## config.mk

```make
export PLATFORM = sky130hd
export DESIGN_NAME = foreground_centroid_span_unit
export DESIGN_NICKNAME = d
export VERILOG_FILES = /design/src/design/fcs_pkg.sv /design/src/design/fcs_accum.sv /design/src/design/fcs_div.sv /design/src/design/foreground_centroid_span_unit.sv
export SDC_FILE = /design/constraint.sdc
export NUM_CORES = 1
export LEC_CHECK = 0
export ABC_AREA = 0
export BUFFER_PORTS_ARGS = -buffer_cell sky130_fd_sc_hd__buf_2
export CORE_UTILIZATION = 50
export DETAILED_ROUTE_END_ITERATION = 8
export GPL_TIMING_DRIVEN = 0
export PLACE_DENSITY = 0.73
export REMOVE_ABC_BUFFERS = 1
export SLEW_MARGIN = 20
export SYNTH_ARGS = -nofsm -noshare
export SYNTH_HDL_FRONTEND = slang
export SYNTH_SLANG_ARGS = --single-unit
```

## constraint.sdc

```tcl
create_clock -name clk -period 19.15 [get_ports clk]
set_input_delay 4.7875 -clock clk [delete_from_list [all_inputs] [get_ports clk]]
set_output_delay 4.7875 -clock clk [all_outputs]
set_load 0.01 [all_outputs]
```

## src/design/fcs_pkg.sv

```systemverilog
package fcs_pkg;

    localparam int PIX_W   = 8;
    localparam int COORD_W = 10;
    localparam int ROI_W   = 11;
    localparam int WT_W    = 28;
    localparam int MOM_W   = 38;
    // 2*moment + weight, and 2*weight
    localparam int NUM_W   = MOM_W + 2;
    localparam int DEN_W   = WT_W + 1;
    localparam int CNT_W   = $clog2(NUM_W + 1);
    localparam int IDX_W   = 2;

    typedef enum logic [IDX_W-1:0] {
        CFG_ROI_LEFT   = 2'd0,
        CFG_ROI_RIGHT  = 2'd1,
        CFG_ROI_TOP    = 2'd2,
        CFG_ROI_BOTTOM = 2'd3
    } cfg_idx_t;

    typedef enum logic [2:0] {
        ST_ACC,
        ST_START_X,
        ST_WAIT_X,
        ST_START_Y,
        ST_WAIT_Y,
        ST_DONE
    } fcs_state_t;

    typedef struct packed {
        logic [WT_W-1:0]    weight_total;
        logic [MOM_W-1:0]   col_moment;
        logic [MOM_W-1:0]   row_moment;
        logic [COORD_W-1:0] span;
    } fcs_totals_t;

endpackage

```

## src/design/fcs_accum.sv

```systemverilog
module fcs_accum
    import fcs_pkg::*;
#(
    parameter int MAX_COLS = 1024,
    parameter int MAX_ROWS = 1024
)
(
    input  logic               clk,
    input  logic               rst_n,
    input  logic               step,
    input  logic               clear,
    input  logic [PIX_W-1:0]   pixel,
    input  logic [COORD_W-1:0] roi_left,
    input  logic [ROI_W-1:0]   roi_right,
    input  logic [COORD_W-1:0] roi_top,
    input  logic [ROI_W-1:0]   roi_bottom,
    output fcs_totals_t        totals
);

    localparam int LIM_W = $clog2((MAX_COLS > MAX_ROWS ? MAX_COLS : MAX_ROWS) + 1);
    localparam int EXT_W = (LIM_W > ROI_W ? LIM_W : ROI_W) + 1;

    logic [WT_W-1:0]    weight_total_reg, weight_total_next;
    logic [MOM_W-1:0]   col_moment_reg, col_moment_next;
    logic [MOM_W-1:0]   row_moment_reg, row_moment_next;
    logic [COORD_W-1:0] least_col_reg, least_col_next;
    logic [COORD_W-1:0] greatest_col_reg, greatest_col_next;
    logic               seen_reg, seen_next;
    logic [COORD_W-1:0] col_pos_reg, col_pos_next;
    logic [COORD_W-1:0] row_pos_reg, row_pos_next;

    logic [COORD_W-1:0] x, y;
    logic [EXT_W-1:0]   col_clip, row_clip, ncols, nrows;
    logic [COORD_W+PIX_W-1:0] x_prod, y_prod;

    always_comb
    begin
        x = roi_left + col_pos_reg;
        y = roi_top + row_pos_reg;

        // clip region edges, degenerate region is one wide
        col_clip = (EXT_W'(roi_right) < EXT_W'(MAX_COLS)) ? EXT_W'(roi_right)
                                                         : EXT_W'(MAX_COLS);
        row_clip = (EXT_W'(roi_bottom) < EXT_W'(MAX_ROWS)) ? EXT_W'(roi_bottom)
                                                          : EXT_W'(MAX_ROWS);
        ncols = (col_clip > EXT_W'(roi_left)) ? col_clip - EXT_W'(roi_left) : EXT_W'(1);
        nrows = (row_clip > EXT_W'(roi_top)) ? row_clip - EXT_W'(roi_top) : EXT_W'(1);

        x_prod = (COORD_W+PIX_W)'(x) * (COORD_W+PIX_W)'(pixel);
        y_prod = (COORD_W+PIX_W)'(y) * (COORD_W+PIX_W)'(pixel);

        weight_total_next = weight_total_reg;
        col_moment_next   = col_moment_reg;
        row_moment_next   = row_moment_reg;
        least_col_next    = least_col_reg;
        greatest_col_next = greatest_col_reg;
        seen_next         = seen_reg;
        col_pos_next      = col_pos_reg;
        row_pos_next      = row_pos_reg;

        priority if (clear)
        begin
            weight_total_next = '0;
            col_moment_next   = '0;
            row_moment_next   = '0;
            least_col_next    = '1;
            greatest_col_next = '0;
            seen_next         = 1'b0;
            col_pos_next      = '0;
            row_pos_next      = '0;
        end
        else if (step)
        begin
            weight_total_next = weight_total_reg + WT_W'(pixel);
            col_moment_next   = col_moment_reg + MOM_W'(x_prod);
            row_moment_next   = row_moment_reg + MOM_W'(y_prod);
            if (pixel != '0)
            begin
                if (!seen_reg || x < least_col_reg)
                    least_col_next = x;
                if (!seen_reg || x > greatest_col_reg)
                    greatest_col_next = x;
                seen_next = 1'b1;
            end
            // raster walk; rows hold at the last one on overrun
            if (EXT_W'(col_pos_reg) + EXT_W'(1) >= ncols)
            begin
                col_pos_next = '0;
                if (EXT_W'(row_pos_reg) + EXT_W'(1) < nrows)
                    row_pos_next = row_pos_reg + COORD_W'(1);
            end
            else
            begin
                col_pos_next = col_pos_reg + COORD_W'(1);
            end
        end
        else
        begin
            // no beat: hold
        end
    end

    always_ff @(posedge clk or negedge rst_n)
    begin
        if (!rst_n)
        begin
            weight_total_reg <= '0;
            col_moment_reg   <= '0;
            row_moment_reg   <= '0;
            least_col_reg    <= '1;
            greatest_col_reg <= '0;
            seen_reg         <= 1'b0;
            col_pos_reg      <= '0;
            row_pos_reg      <= '0;
        end
        else
        begin
            weight_total_reg <= weight_total_next;
            col_moment_reg   <= col_moment_next;
            row_moment_reg   <= row_moment_next;
            least_col_reg    <= least_col_next;
            greatest_col_reg <= greatest_col_next;
            seen_reg         <= seen_next;
            col_pos_reg      <= col_pos_next;
            row_pos_reg      <= row_pos_next;
        end
    end

    assign totals.weight_total = weight_total_reg;
    assign totals.col_moment   = col_moment_reg;
    assign totals.row_moment   = row_moment_reg;
    assign totals.span         = greatest_col_reg - least_col_reg;

endmodule

```

## src/design/fcs_div.sv

```systemverilog
module fcs_div
    import fcs_pkg::*;
(
    input  logic               clk,
    input  logic               rst_n,
    input  logic               start,
    input  logic [MOM_W-1:0]   moment,
    input  logic [WT_W-1:0]    weight,
    output logic               done,
    output logic [COORD_W-1:0] quot
);

    // restoring divide, one quotient bit per cycle; only low bits kept
    logic               busy_reg, busy_next;
    logic               done_reg, done_next;
    logic [CNT_W-1:0]   cnt_reg, cnt_next;
    logic [NUM_W-1:0]   num_reg, num_next;
    logic [DEN_W-1:0]   den_reg, den_next;
    logic [DEN_W-1:0]   rem_reg, rem_next;
    logic [COORD_W-1:0] quot_reg, quot_next;

    logic [DEN_W:0]     trial, diff;
    logic               fits;

    always_comb
    begin
        trial = {rem_reg, num_reg[NUM_W-1]};
        diff  = trial - {1'b0, den_reg};
        fits  = trial >= {1'b0, den_reg};

        busy_next = busy_reg;
        done_next = 1'b0;
        cnt_next  = cnt_reg;
        num_next  = num_reg;
        den_next  = den_reg;
        rem_next  = rem_reg;
        quot_next = quot_reg;

        priority if (start)
        begin
            busy_next = 1'b1;
            cnt_next  = CNT_W'(NUM_W);
            num_next  = {1'b0, moment, 1'b0} + NUM_W'(weight);
            den_next  = {weight, 1'b0};
            rem_next  = '0;
        end
        else if (busy_reg)
        begin
            rem_next  = fits ? diff[DEN_W-1:0] : trial[DEN_W-1:0];
            quot_next = {quot_reg[COORD_W-2:0], fits};
            num_next  = {num_reg[NUM_W-2:0], 1'b0};
            cnt_next  = cnt_reg - CNT_W'(1);
            if (cnt_reg == CNT_W'(1))
            begin
                busy_next = 1'b0;
                done_next = 1'b1;
            end
        end
        else
        begin
            // idle: hold quotient
        end
    end

    always_ff @(posedge clk or negedge rst_n)
    begin
        if (!rst_n)
        begin
            busy_reg <= 1'b0;
            done_reg <= 1'b0;
            cnt_reg  <= '0;
        end
        else
        begin
            busy_reg <= busy_next;
            done_reg <= done_next;
            cnt_reg  <= cnt_next;
        end
    end

    always_ff @(posedge clk)
    begin
        num_reg  <= num_next;
        den_reg  <= den_next;
        rem_reg  <= rem_next;
        quot_reg <= quot_next;
    end

    assign done = done_reg;
    assign quot = quot_reg;

endmodule

```

## src/design/foreground_centroid_span_unit.sv

```systemverilog
// Foreground centroid and span of a rectangular region of interest.
// Input channel (in_valid / in_stall): one beat per region pixel in raster
// order, pixel value plus frame_last on the final pixel. Column and row are
// tracked internally from the roi_* registers; nothing but the pixel value
// is carried on the bus.
// Output channel (out_valid / out_stall): one beat per frame carrying the
// rounded weighted centroid, the column span of nonzero pixels and found.
// Throughput: one pixel per clock while a frame is being accumulated.
// After the frame_last beat the block stalls input while one shared
// restoring divider runs first for x and then for y; the result beat
// is loaded into the output register once the y division is done.
// The result sits in an output register; the next frame's pixels are taken
// while it waits. If a second frame finishes before the first result is
// taken, the block holds input stalled until the output register frees.
// Configuration (cfg_we / cfg_index / cfg_data) is to be written by the user
// only when idle, which the block does not enforce; a write takes effect on the next pixel.
// Reset (rst_n, async low): region is full 1024 x 1024, accumulators clear,
// no result pending.
module foreground_centroid_span_unit
    import fcs_pkg::*;
#(
    parameter int MAX_COLS = 1024,
    parameter int MAX_ROWS = 1024
)
(
    input  logic               clk,
    input  logic               rst_n,

    input  logic               cfg_we,
    input  logic [IDX_W-1:0]   cfg_index,
    input  logic [ROI_W-1:0]   cfg_data,

    input  logic               in_valid,
    output logic               in_stall,
    input  logic [PIX_W-1:0]   pixel,
    input  logic               frame_last,

    output logic               out_valid,
    input  logic               out_stall,
    output logic [COORD_W-1:0] centroid_x,
    output logic [COORD_W-1:0] centroid_y,
    output logic [COORD_W-1:0] span,
    output logic               found
);

    // region registers
    logic [COORD_W-1:0] roi_left_reg, roi_top_reg;
    logic [ROI_W-1:0]   roi_right_reg, roi_bottom_reg;

    fcs_state_t  state_reg, state_next;
    fcs_totals_t totals;

    logic               in_accept;
    logic               out_free;
    logic               acc_clear;
    logic               div_start;
    logic               div_done;
    logic [COORD_W-1:0] div_quot;
    logic [MOM_W-1:0]   div_moment;

    logic [COORD_W-1:0] qx_reg;
    logic               out_valid_reg, out_valid_next;
    logic [COORD_W-1:0] cx_reg, cy_reg, span_reg;
    logic               found_reg;
    logic               load_out;
    logic               nz;

    always_ff @(posedge clk or negedge rst_n)
    begin
        if (!rst_n)
        begin
            roi_left_reg   <= '0;
            roi_right_reg  <= ROI_W'(1024);
            roi_top_reg    <= '0;
            roi_bottom_reg <= ROI_W'(1024);
        end
        else if (cfg_we)
        begin
            unique case (cfg_idx_t'(cfg_index))
                CFG_ROI_LEFT:   roi_left_reg   <= cfg_data[COORD_W-1:0];
                CFG_ROI_RIGHT:  roi_right_reg  <= cfg_data;
                CFG_ROI_TOP:    roi_top_reg    <= cfg_data[COORD_W-1:0];
                CFG_ROI_BOTTOM: roi_bottom_reg <= cfg_data;
            endcase
        end
    end

    assign in_stall  = (state_reg != ST_ACC);
    assign in_accept = in_valid && !in_stall;
    assign out_free  = !out_valid_reg || !out_stall;

    fcs_accum #(
        .MAX_COLS (MAX_COLS),
        .MAX_ROWS (MAX_ROWS)
    ) u_accum (
        .clk        (clk),
        .rst_n      (rst_n),
        .step       (in_accept),
        .clear      (acc_clear),
        .pixel      (pixel),
        .roi_left   (roi_left_reg),
        .roi_right  (roi_right_reg),
        .roi_top    (roi_top_reg),
        .roi_bottom (roi_bottom_reg),
        .totals     (totals)
    );

    // x then y through the same divider
    assign div_moment = (state_reg == ST_START_Y) ? totals.row_moment : totals.col_moment;

    fcs_div u_div (
        .clk    (clk),
        .rst_n  (rst_n),
        .start  (div_start),
        .moment (div_moment),
        .weight (totals.weight_total),
        .done   (div_done),
        .quot   (div_quot)
    );

    // sequencer
    always_comb
    begin
        state_next = state_reg;
        div_start  = 1'b0;
        load_out   = 1'b0;
        unique case (state_reg)
            ST_ACC:
            begin
                if (in_accept && frame_last)
                    state_next = ST_START_X;
            end
            ST_START_X:
            begin
                div_start  = 1'b1;
                state_next = ST_WAIT_X;
            end
            ST_WAIT_X:
            begin
                if (div_done)
                    state_next = ST_START_Y;
            end
            ST_START_Y:
            begin
                div_start  = 1'b1;
                state_next = ST_WAIT_Y;
            end
            ST_WAIT_Y:
            begin
                if (div_done)
                    state_next = ST_DONE;
            end
            ST_DONE:
            begin
                if (out_free)
                begin
                    load_out   = 1'b1;
                    state_next = ST_ACC;
                end
            end
            default:
            begin
                state_next = ST_ACC;
            end
        endcase
    end

    assign acc_clear = load_out;

    always_ff @(posedge clk or negedge rst_n)
    begin
        if (!rst_n)
            state_reg <= ST_ACC;
        else
            state_reg <= state_next;
    end

    always_ff @(posedge clk)
    begin
        if (state_reg == ST_WAIT_X && div_done)
            qx_reg <= div_quot;
    end

    // output register
    assign nz = (totals.weight_total != '0);

    always_comb
    begin
        out_valid_next = out_valid_reg;
        if (out_valid_reg && !out_stall)
            out_valid_next = 1'b0;
        if (load_out)
            out_valid_next = 1'b1;
    end

    always_ff @(posedge clk or negedge rst_n)
    begin
        if (!rst_n)
            out_valid_reg <= 1'b0;
        else
            out_valid_reg <= out_valid_next;
    end

    always_ff @(posedge clk)
    begin
        if (load_out)
        begin
            // nothing found: all fields zero
            cx_reg    <= nz ? qx_reg : '0;
            cy_reg    <= nz ? div_quot : '0;
            span_reg  <= nz ? totals.span : '0;
            found_reg <= nz;
        end
    end

    assign out_valid  = out_valid_reg;
    assign centroid_x = cx_reg;
    assign centroid_y = cy_reg;
    assign span       = span_reg;
    assign found      = found_reg;

    // divider finishes only while the sequencer waits for it
    assert property (@(posedge clk) disable iff (!rst_n)
        div_done |-> (state_reg == ST_WAIT_X || state_reg == ST_WAIT_Y))
        else $error("divider done outside wait state");

    // last pixel starts the x division
    assert property (@(posedge clk) disable iff (!rst_n)
        (in_accept && frame_last) |=> (state_reg == ST_START_X))
        else $error("frame end did not start division");

    // frame state cleared once the result is loaded
    assert property (@(posedge clk) disable iff (!rst_n)
        load_out |=> (totals.weight_total == '0 && out_valid_reg))
        else $error("accumulators not cleared after result");

    // empty result carries zero fields
    assert property (@(posedge clk) disable iff (!rst_n)
        (out_valid_reg && !found_reg) |->
            (cx_reg == '0 && cy_reg == '0 && span_reg == '0))
        else $error("nonzero fields with found clear");

endmodule
```

==> results.yml, run 1 <==
status:
  status: "complete, no violations"
yosys:
  netlist.area_leader.share_pct: 17.2
  cell_types_with_the_largest_area_share_after_synthesis: "sky130_fd_sc_hd__dfrtp_1 (17%), sky130_fd_sc_hd__edfxtp_1 (13%), sky130_fd_sc_hd__ha_1 (11%)"
  ys_seq_elements: 347
  avgSynthCellArea_um2: 9.49
  synthMostInstantiatedCell: "sky130_fd_sc_hd__inv_1"
  syn_area_um2: 27300
  yosysWarningCount: 0
  syn-instance-count: 2875
  yosys-top-cells-count: "sky130_fd_sc_hd__inv_1 (322), sky130_fd_sc_hd__nand2_1 (284), sky130_fd_sc_hd__ha_1 (240)"
  yosysSeqAreaShare_pct: 33.5
  count_of_flip_flops_with_a_built_in_enable_after_synthesis: 119
  async_flop_share_pct: 57.3
  synth.distinct_cells: 87
  synth.largest_area_cell: "sky130_fd_sc_hd__dfrtp_1"
  ys.flop_type: "sky130_fd_sc_hd__dfrtp_1"
clock_tree:
  clock_tree_root_buffer_cell: "sky130_fd_sc_hd__clkbuf_16"
  hold_fix_buffers_at_cts: 0
  cts_sinks: 347
  num_cts_buffers: 40
  post_cts_buffers: 0
  clk_path_buf_depth: 3
  post_cts.resized_instances: 0
  clkTransAtPathRegs_ns: 0.06
  cts_tree: "yes"
  clk_lat_worst_skew_ns: 0.58
  cts-htree-levels: 2
floorplanning:
  dieHeight_um: 236
  i_o_pin_count: 60
  floorplan.rows: 85
  die-width_um: 236
  placeableCoreArea_um2: 53800
  fp.dieArea_um2: 55500
  initial_utilization_pct: 50.7
power_and_ir_drop:
  p_total_uw: 2780
  total_switching_power_uw: 1020
  power-per-cell-area_nw_per_um2: 93.4
  swShare_pct: 36.7
  power.share.sequential_pct: 28.7
  leakage_uw: 0.0140
  share_clk_of_total_power_pct: 29.5
  worst_ir_drop_vdd_v: 0.0000982
  combinationalPowerShare_pct: 41.8
  intPower_uw: 1760
global_routing:
  track_usage_pct: 23.1
  vias_in_the_first_global_route: 21148
  wire_length_of_the_first_global_routing_pass_um: 106000
  overflow: 0
  number_of_antenna_violations_at_the_first_check_in_global_routing: 2
  grt_start_max_net_pins: 89
placed_design:
  placement.io_buffers: 59
  detailed_place.area_um2: 28300
  gpl.final_weighted_congestion: 0.891
  hpwl_um: 47100
  numPlacedInstances: 3534
final_layout:
  final_layout_size_suffix_gt1_share_pct: 8.86
  design.final.nets: 3283
  layout.cells.non_filler: 3609
  areaGrowthSynthToFinish_pct: 9.12
  layout.filler_cells: 4683
  fin_area_um2: 29800
  final_core_utilization_pct: 55.3
  max_reg_flops: 40
job:
  maximum_capacitance_violations: 0
routing:
  viasPerCell: 5.79
  drt-total-wl_um: 63600
  detail_route.iter0.violations: 1241
  drc_violations_left: 0
  post_drt_wl_per_cell_um: 17.6
  firstDrtPassIters: 5
  dr_total_vias: 20911
  antenna_left: 0
worst_setup_path:
  worst-setup-path-type: "input port to flop"
  crit_path_start_kind: "input port"
  critPathMaxFanout: 22
  cp.required_ns: 19.65
  crit_arrival_ns: 10.32
  capturing_element_type_of_the_critical_path: "flop"
sta:
  final_hold_violations: 0
  highest_achievable_clock_rate_mhz: 102
  tightestPinTransition_ns: 1.09
  timing.clock.skew_ns: 0.0286
  grt_setup_unrepaired: "no"
  report.final.setup_viol: 0
  layout_min_cycle_time_ns: 9.82
  max_transition_viols_final: 0
  post_route_setup_tns_ns: 0
  final.period_utilization_pct: 51.3
  maxSlewHeadroom_pct: 27.2
worst_hold_path:
  hp-class: "flop to flop"
## worst paths after layout
check | slack, ns | startpoint | cells after the start | to
max in group asynchronous | 14.25 | rst_n | 2 | u_div.busy_reg
worst min register to register | 0.45 | u_div.quot[9] | 0 | qx_reg[9]
worst max register to register | 11.11 | u_accum.col_pos_reg[0] | 26 | u_accum.col_moment_reg[37]
worst min-delay path | 0.45 | u_div.quot[9] | 0 | qx_reg[9]
min in group asynchronous | 4.10 | rst_n | 1 | roi_right_reg[6]
worst max-delay path | 9.33 | pixel[7] | 18 | u_accum.row_moment_reg[37]
## power groups by stage
stage	registers, µW	clock network (µW)	logic (µW)
2_1_floorplan	803	0	923
3_3_place_gp	811	0	1110
3_5_place_dp	811	0	1150
4_1_cts	797	834	1170
5_1_grt	799	865	1340
6_report	797	820	1160
## critical path, cell delays in order
cell                       delay (ns)
sky130_fd_sc_hd__buf_2           0.41
sky130_fd_sc_hd__nand2_1         0.16
sky130_fd_sc_hd__fa_1            0.53
sky130_fd_sc_hd__fa_1            0.55
sky130_fd_sc_hd__inv_1           0.06
sky130_fd_sc_hd__fa_1            0.53
sky130_fd_sc_hd__inv_1           0.05
sky130_fd_sc_hd__fa_1            0.53
sky130_fd_sc_hd__inv_1           0.04
sky130_fd_sc_hd__ha_1            0.32
sky130_fd_sc_hd__o21ai_0         0.16
sky130_fd_sc_hd__o21a_1          0.26
sky130_fd_sc_hd__o41ai_4         0.52
sky130_fd_sc_hd__a221oi_2        0.15
sky130_fd_sc_hd__nor2_1          0.42
sky130_fd_sc_hd__nand2_1         0.28
sky130_fd_sc_hd__or3_1           0.40
sky130_fd_sc_hd__a21oi_1         0.14
## logic make-up (layout without fill, tap and decap cells)
| logic type | after synthesis | in the layout | synth area share [%] |
|---|---|---|---|
| compound gates | 588 | 588 | 14.1 |
| xor+xnor | 188 | 188 | 6.04 |
| fa+ha+maj | 376 | 376 | 21.0 |
| buf+inv | 430 | 467 | 6.08 |
| flops | 347 | 347 | 33.5 |
| mux | 97 | 97 | 3.85 |
| other cells | 0 | 1 | 0 |
| simple gates | 849 | 849 | 15.4 |
## cell type report
cell class,instances,area (µm²),share of cell area [%]
multi-input cells,2098,16600,55.6
flip-flops and latches,347,9150,30.7
inverters,323,1220,4.09
clock buffers,48,1080,3.64
well taps,696,871,2.93
repair buffers,70,551,1.85
clock inverters,26,342,1.15
diodes,1,2.50,0.00841
## cells in the final DEF (no fill, tap or decap), types with 29 or more instances in the layout
cell type	instances
sky130_fd_sc_hd__inv_1	319
sky130_fd_sc_hd__nand2_1	282
sky130_fd_sc_hd__ha_1	240
sky130_fd_sc_hd__dfrtp_1	186
sky130_fd_sc_hd__o21ai_0	168
sky130_fd_sc_hd__fa_1	136
sky130_fd_sc_hd__a21oi_1	132
sky130_fd_sc_hd__nor2_1	126
sky130_fd_sc_hd__and2_1	121
sky130_fd_sc_hd__edfxtp_1	119
sky130_fd_sc_hd__xnor2_1	104
sky130_fd_sc_hd__nand3_1	91
sky130_fd_sc_hd__xor2_1	79
sky130_fd_sc_hd__a21o_1	68
sky130_fd_sc_hd__mux2_2	64
sky130_fd_sc_hd__nor2b_1	62
sky130_fd_sc_hd__buf_2	58
sky130_fd_sc_hd__clkbuf_16	41
sky130_fd_sc_hd__mux2i_1	33
sky130_fd_sc_hd__nor3_1	30
sky130_fd_sc_hd__dfxtp_1	29
## through the flow
step,worst slack (ns),hold slack [ns]
global route,9.03,0.470
detailed placement,8.74,0.435
CTS,9.33,0.449
finish,9.33,0.449
floorplan,9.83,0.418
global placement,7.84,0.432
## metal layers
metal  vias to the layer above  GRT usage (%)  part of all wire (%)
met2                       577           40.3                    49
li1                       9899              -                     -
met4                         2           7.80                   2.9
met1                     10305           29.6                    42
met5                         -              0                 0.013
met3                       128           3.06                   5.5
No activity file was read; power rests on OpenSTA's default activity.
==> inputs of run 2 (changes only) <==
--- a/config.mk
+++ b/config.mk
@@ -10,7 +10,7 @@
 export CORE_UTILIZATION = 50
 export DETAILED_ROUTE_END_ITERATION = 8
 export GPL_TIMING_DRIVEN = 0
-export PLACE_DENSITY = 0.73
+export PLACE_DENSITY = 0.75
 export REMOVE_ABC_BUFFERS = 1
 export SLEW_MARGIN = 20
 export SYNTH_ARGS = -nofsm -noshare
==> constraint.sdc (replaced) <==
create_clock -name clk -period 8.5 [get_ports clk]
set_input_delay 2.125 -clock clk [delete_from_list [all_inputs] [get_ports clk]]
set_output_delay 2.125 -clock clk [all_outputs]
set_load 0.01 [all_outputs]
==> results.yml, run 2 (synthesized netlist as in run 1, its figures left out) <==
status:
  status: "complete, no violations"
worst_setup_path:
  cp_delay_by_family_top: "adder cells"
  critical-path-slowest-cell: "sky130_fd_sc_hd__xor2_1"
  capturing_element_type_of_the_critical_path: "flop"
  endpoint_of_the_worst_register_to_register_path: "u_accum.col_moment_reg[37]"
  cp.required_ns: 9.00
  worst-setup-path-type: "flop to flop"
  worstRegToRegCells: 26
  delay_contributed_by_the_slowest_stage_of_the_critical_path_ns: 0.92
  path_common_cell: "sky130_fd_sc_hd__fa_1"
  crit_path_end: "u_accum.col_moment_reg[37]"
  timing.reg2reg.setup_slack_ns: 0.65
  crit_arrival_ns: 8.35
  worstSetupPathDepth: 26
  critPathMaxFanout: 12
  cp-startpoint: "u_accum.col_pos_reg[0]"
  worst_r2r_startpoint: "u_accum.col_pos_reg[0]"
  cp_num_buf_inv: 2
  crit_path_start_kind: "flop"
sta:
  final_hold_violations: 0
  fin_worst_hold_slack_ns: 0.454
  final.period_utilization_pct: 92.4
  post_route_setup_tns_ns: 0
  report.final.setup_viol: 0
  tightestPinTransition_ns: 1.16
  grt_setup_unrepaired: "no"
  max_transition_viols_final: 0
  layout_min_cycle_time_ns: 7.85
  highest_achievable_clock_rate_mhz: 127
  timing.clock.skew_ns: 0.0183
  maxSlewHeadroom_pct: 22.4
floorplanning:
  initial_utilization_pct: 50.7
  floorplan.rows: 85
  fp.dieArea_um2: 55500
  i_o_pin_count: 60
  dieHeight_um: 236
  placeableCoreArea_um2: 53800
  die-width_um: 236
clock_tree:
  hold_fix_buffers_at_cts: 0
  num_cts_buffers: 39
  cts_tree: "yes"
  post_cts_buffers: 0
  clk_path_buf_depth: 3
  cts_sinks: 347
  post_cts.resized_instances: 0
  clock_tree_root_buffer_cell: "sky130_fd_sc_hd__clkbuf_16"
  clk_lat_worst_skew_ns: 0.58
  cts-htree-levels: 2
  clkTransAtPathRegs_ns: 0.06
final_layout:
  most_common_cell_after_layout_fill_and_taps_aside: "sky130_fd_sc_hd__inv_1"
  final_layout_size_suffix_gt1_share_pct: 8.66
  final_core_utilization_pct: 55.3
  most-common-layout-cells: "sky130_fd_sc_hd__inv_1 (319), sky130_fd_sc_hd__nand2_1 (282), sky130_fd_sc_hd__ha_1 (240), sky130_fd_sc_hd__dfrtp_1 (186), sky130_fd_sc_hd__o21ai_0 (168)"
  max_reg_flops: 40
  n_antenna_cell: 0
  areaGrowthSynthToFinish_pct: 9.14
  design.final.nets: 3282
worst_hold_path:
  hp-class: "flop to flop"
power_and_ir_drop:
  power-per-cell-area_nw_per_um2: 215
  total_switching_power_uw: 2330
  leakage_uw: 0.0140
  worst_ir_drop_vdd_v: 0.000222
  intPower_uw: 4070
  swShare_pct: 36.5
  combinationalPowerShare_pct: 41.9
  power.share.sequential_pct: 28.0
  p_total_uw: 6400
  share_clk_of_total_power_pct: 30.0
global_routing:
  overflow: 0
  wire_length_of_the_first_global_routing_pass_um: 106000
  track_usage_pct: 23.2
  grt_start_max_net_pins: 85
  vias_in_the_first_global_route: 21294
  number_of_antenna_violations_at_the_first_check_in_global_routing: 2
routing:
  drc_violations_left: 0
  post_drt_wl_per_cell_um: 17.8
  drt-total-wl_um: 64300
  dr_total_vias: 20961
  firstDrtPassIters: 5
  viasPerCell: 5.81
  antenna_left: 0
  detail_route.iter0.violations: 1488
job:
  maximum_capacitance_violations: 0
placed_design:
  gpl.final_weighted_congestion: 0.909
  placement.io_buffers: 59
  hpwl_um: 46800
==> run 2: cell count changes in the layout (fill, tap and decap cells not counted), sizes merged <==
cell	previous run	this run
clkinv	19	9
inv	323	325
clkbuf	48	49
diode	1	0
bufinv	6	10
==> run 2: power by group through the flow <==
stage	clock network, µW	logic, µW	registers [µW]
floorplan	0	2080	1810
detailed placement	0	2630	1830
global route	2010	3040	1800
CTS	1950	2680	1790
global placement	0	2520	1820
finish	1920	2690	1790
==> run 2: final cells by class <==
cell class | count | area, µm²
fillers | 4631 | 24000
multi-input cells | 2098 | 16500
flip-flops and latches | 347 | 9150
inverters | 323 | 1220
clock buffers | 49 | 1050
well taps | 696 | 871
repair buffers | 70 | 551
clock inverters | 22 | 379
==> run 2: how the worst min path moves through the flow <==
stage / start / endpoint / slack [ns] / depth (start not counted)
6_report: u_div.quot[9] / qx_reg[9] / 0.45 / 0
5_1_grt: u_div.quot[9] / qx_reg[9] / 0.48 / 0
4_1_cts: u_div.quot[9] / qx_reg[9] / 0.46 / 0
3_5_place_dp: u_div.quot[9] / qx_reg[9] / 0.44 / 0
3_3_place_gp: u_div.quot[9] / qx_reg[9] / 0.42 / 0
2_1_floorplan: u_div.quot[9] / qx_reg[9] / 0.42 / 0
==> run 2: per-layer routing <==
metal  up-vias  routed length [µm]  GRT usage, %
met2       666               31100          40.0
met5         -                  23             0
met1     10255               27700          29.9
met4         4                1910          8.32
li1       9899                   -             -
met3       137                3560          3.10
==> run 2: stage by stage <==
stage | setup WS, ns | std cells | area [µm²]
floorplan | 0.772 | 2768 | 26800
global placement | -2.33 | 3523 | 28000
detailed placement | 0.628 | 3534 | 28300
CTS | 0.864 | 3605 | 29700
global route | 0.225 | 3605 | 29800
finish | 0.647 | 3605 | 29800
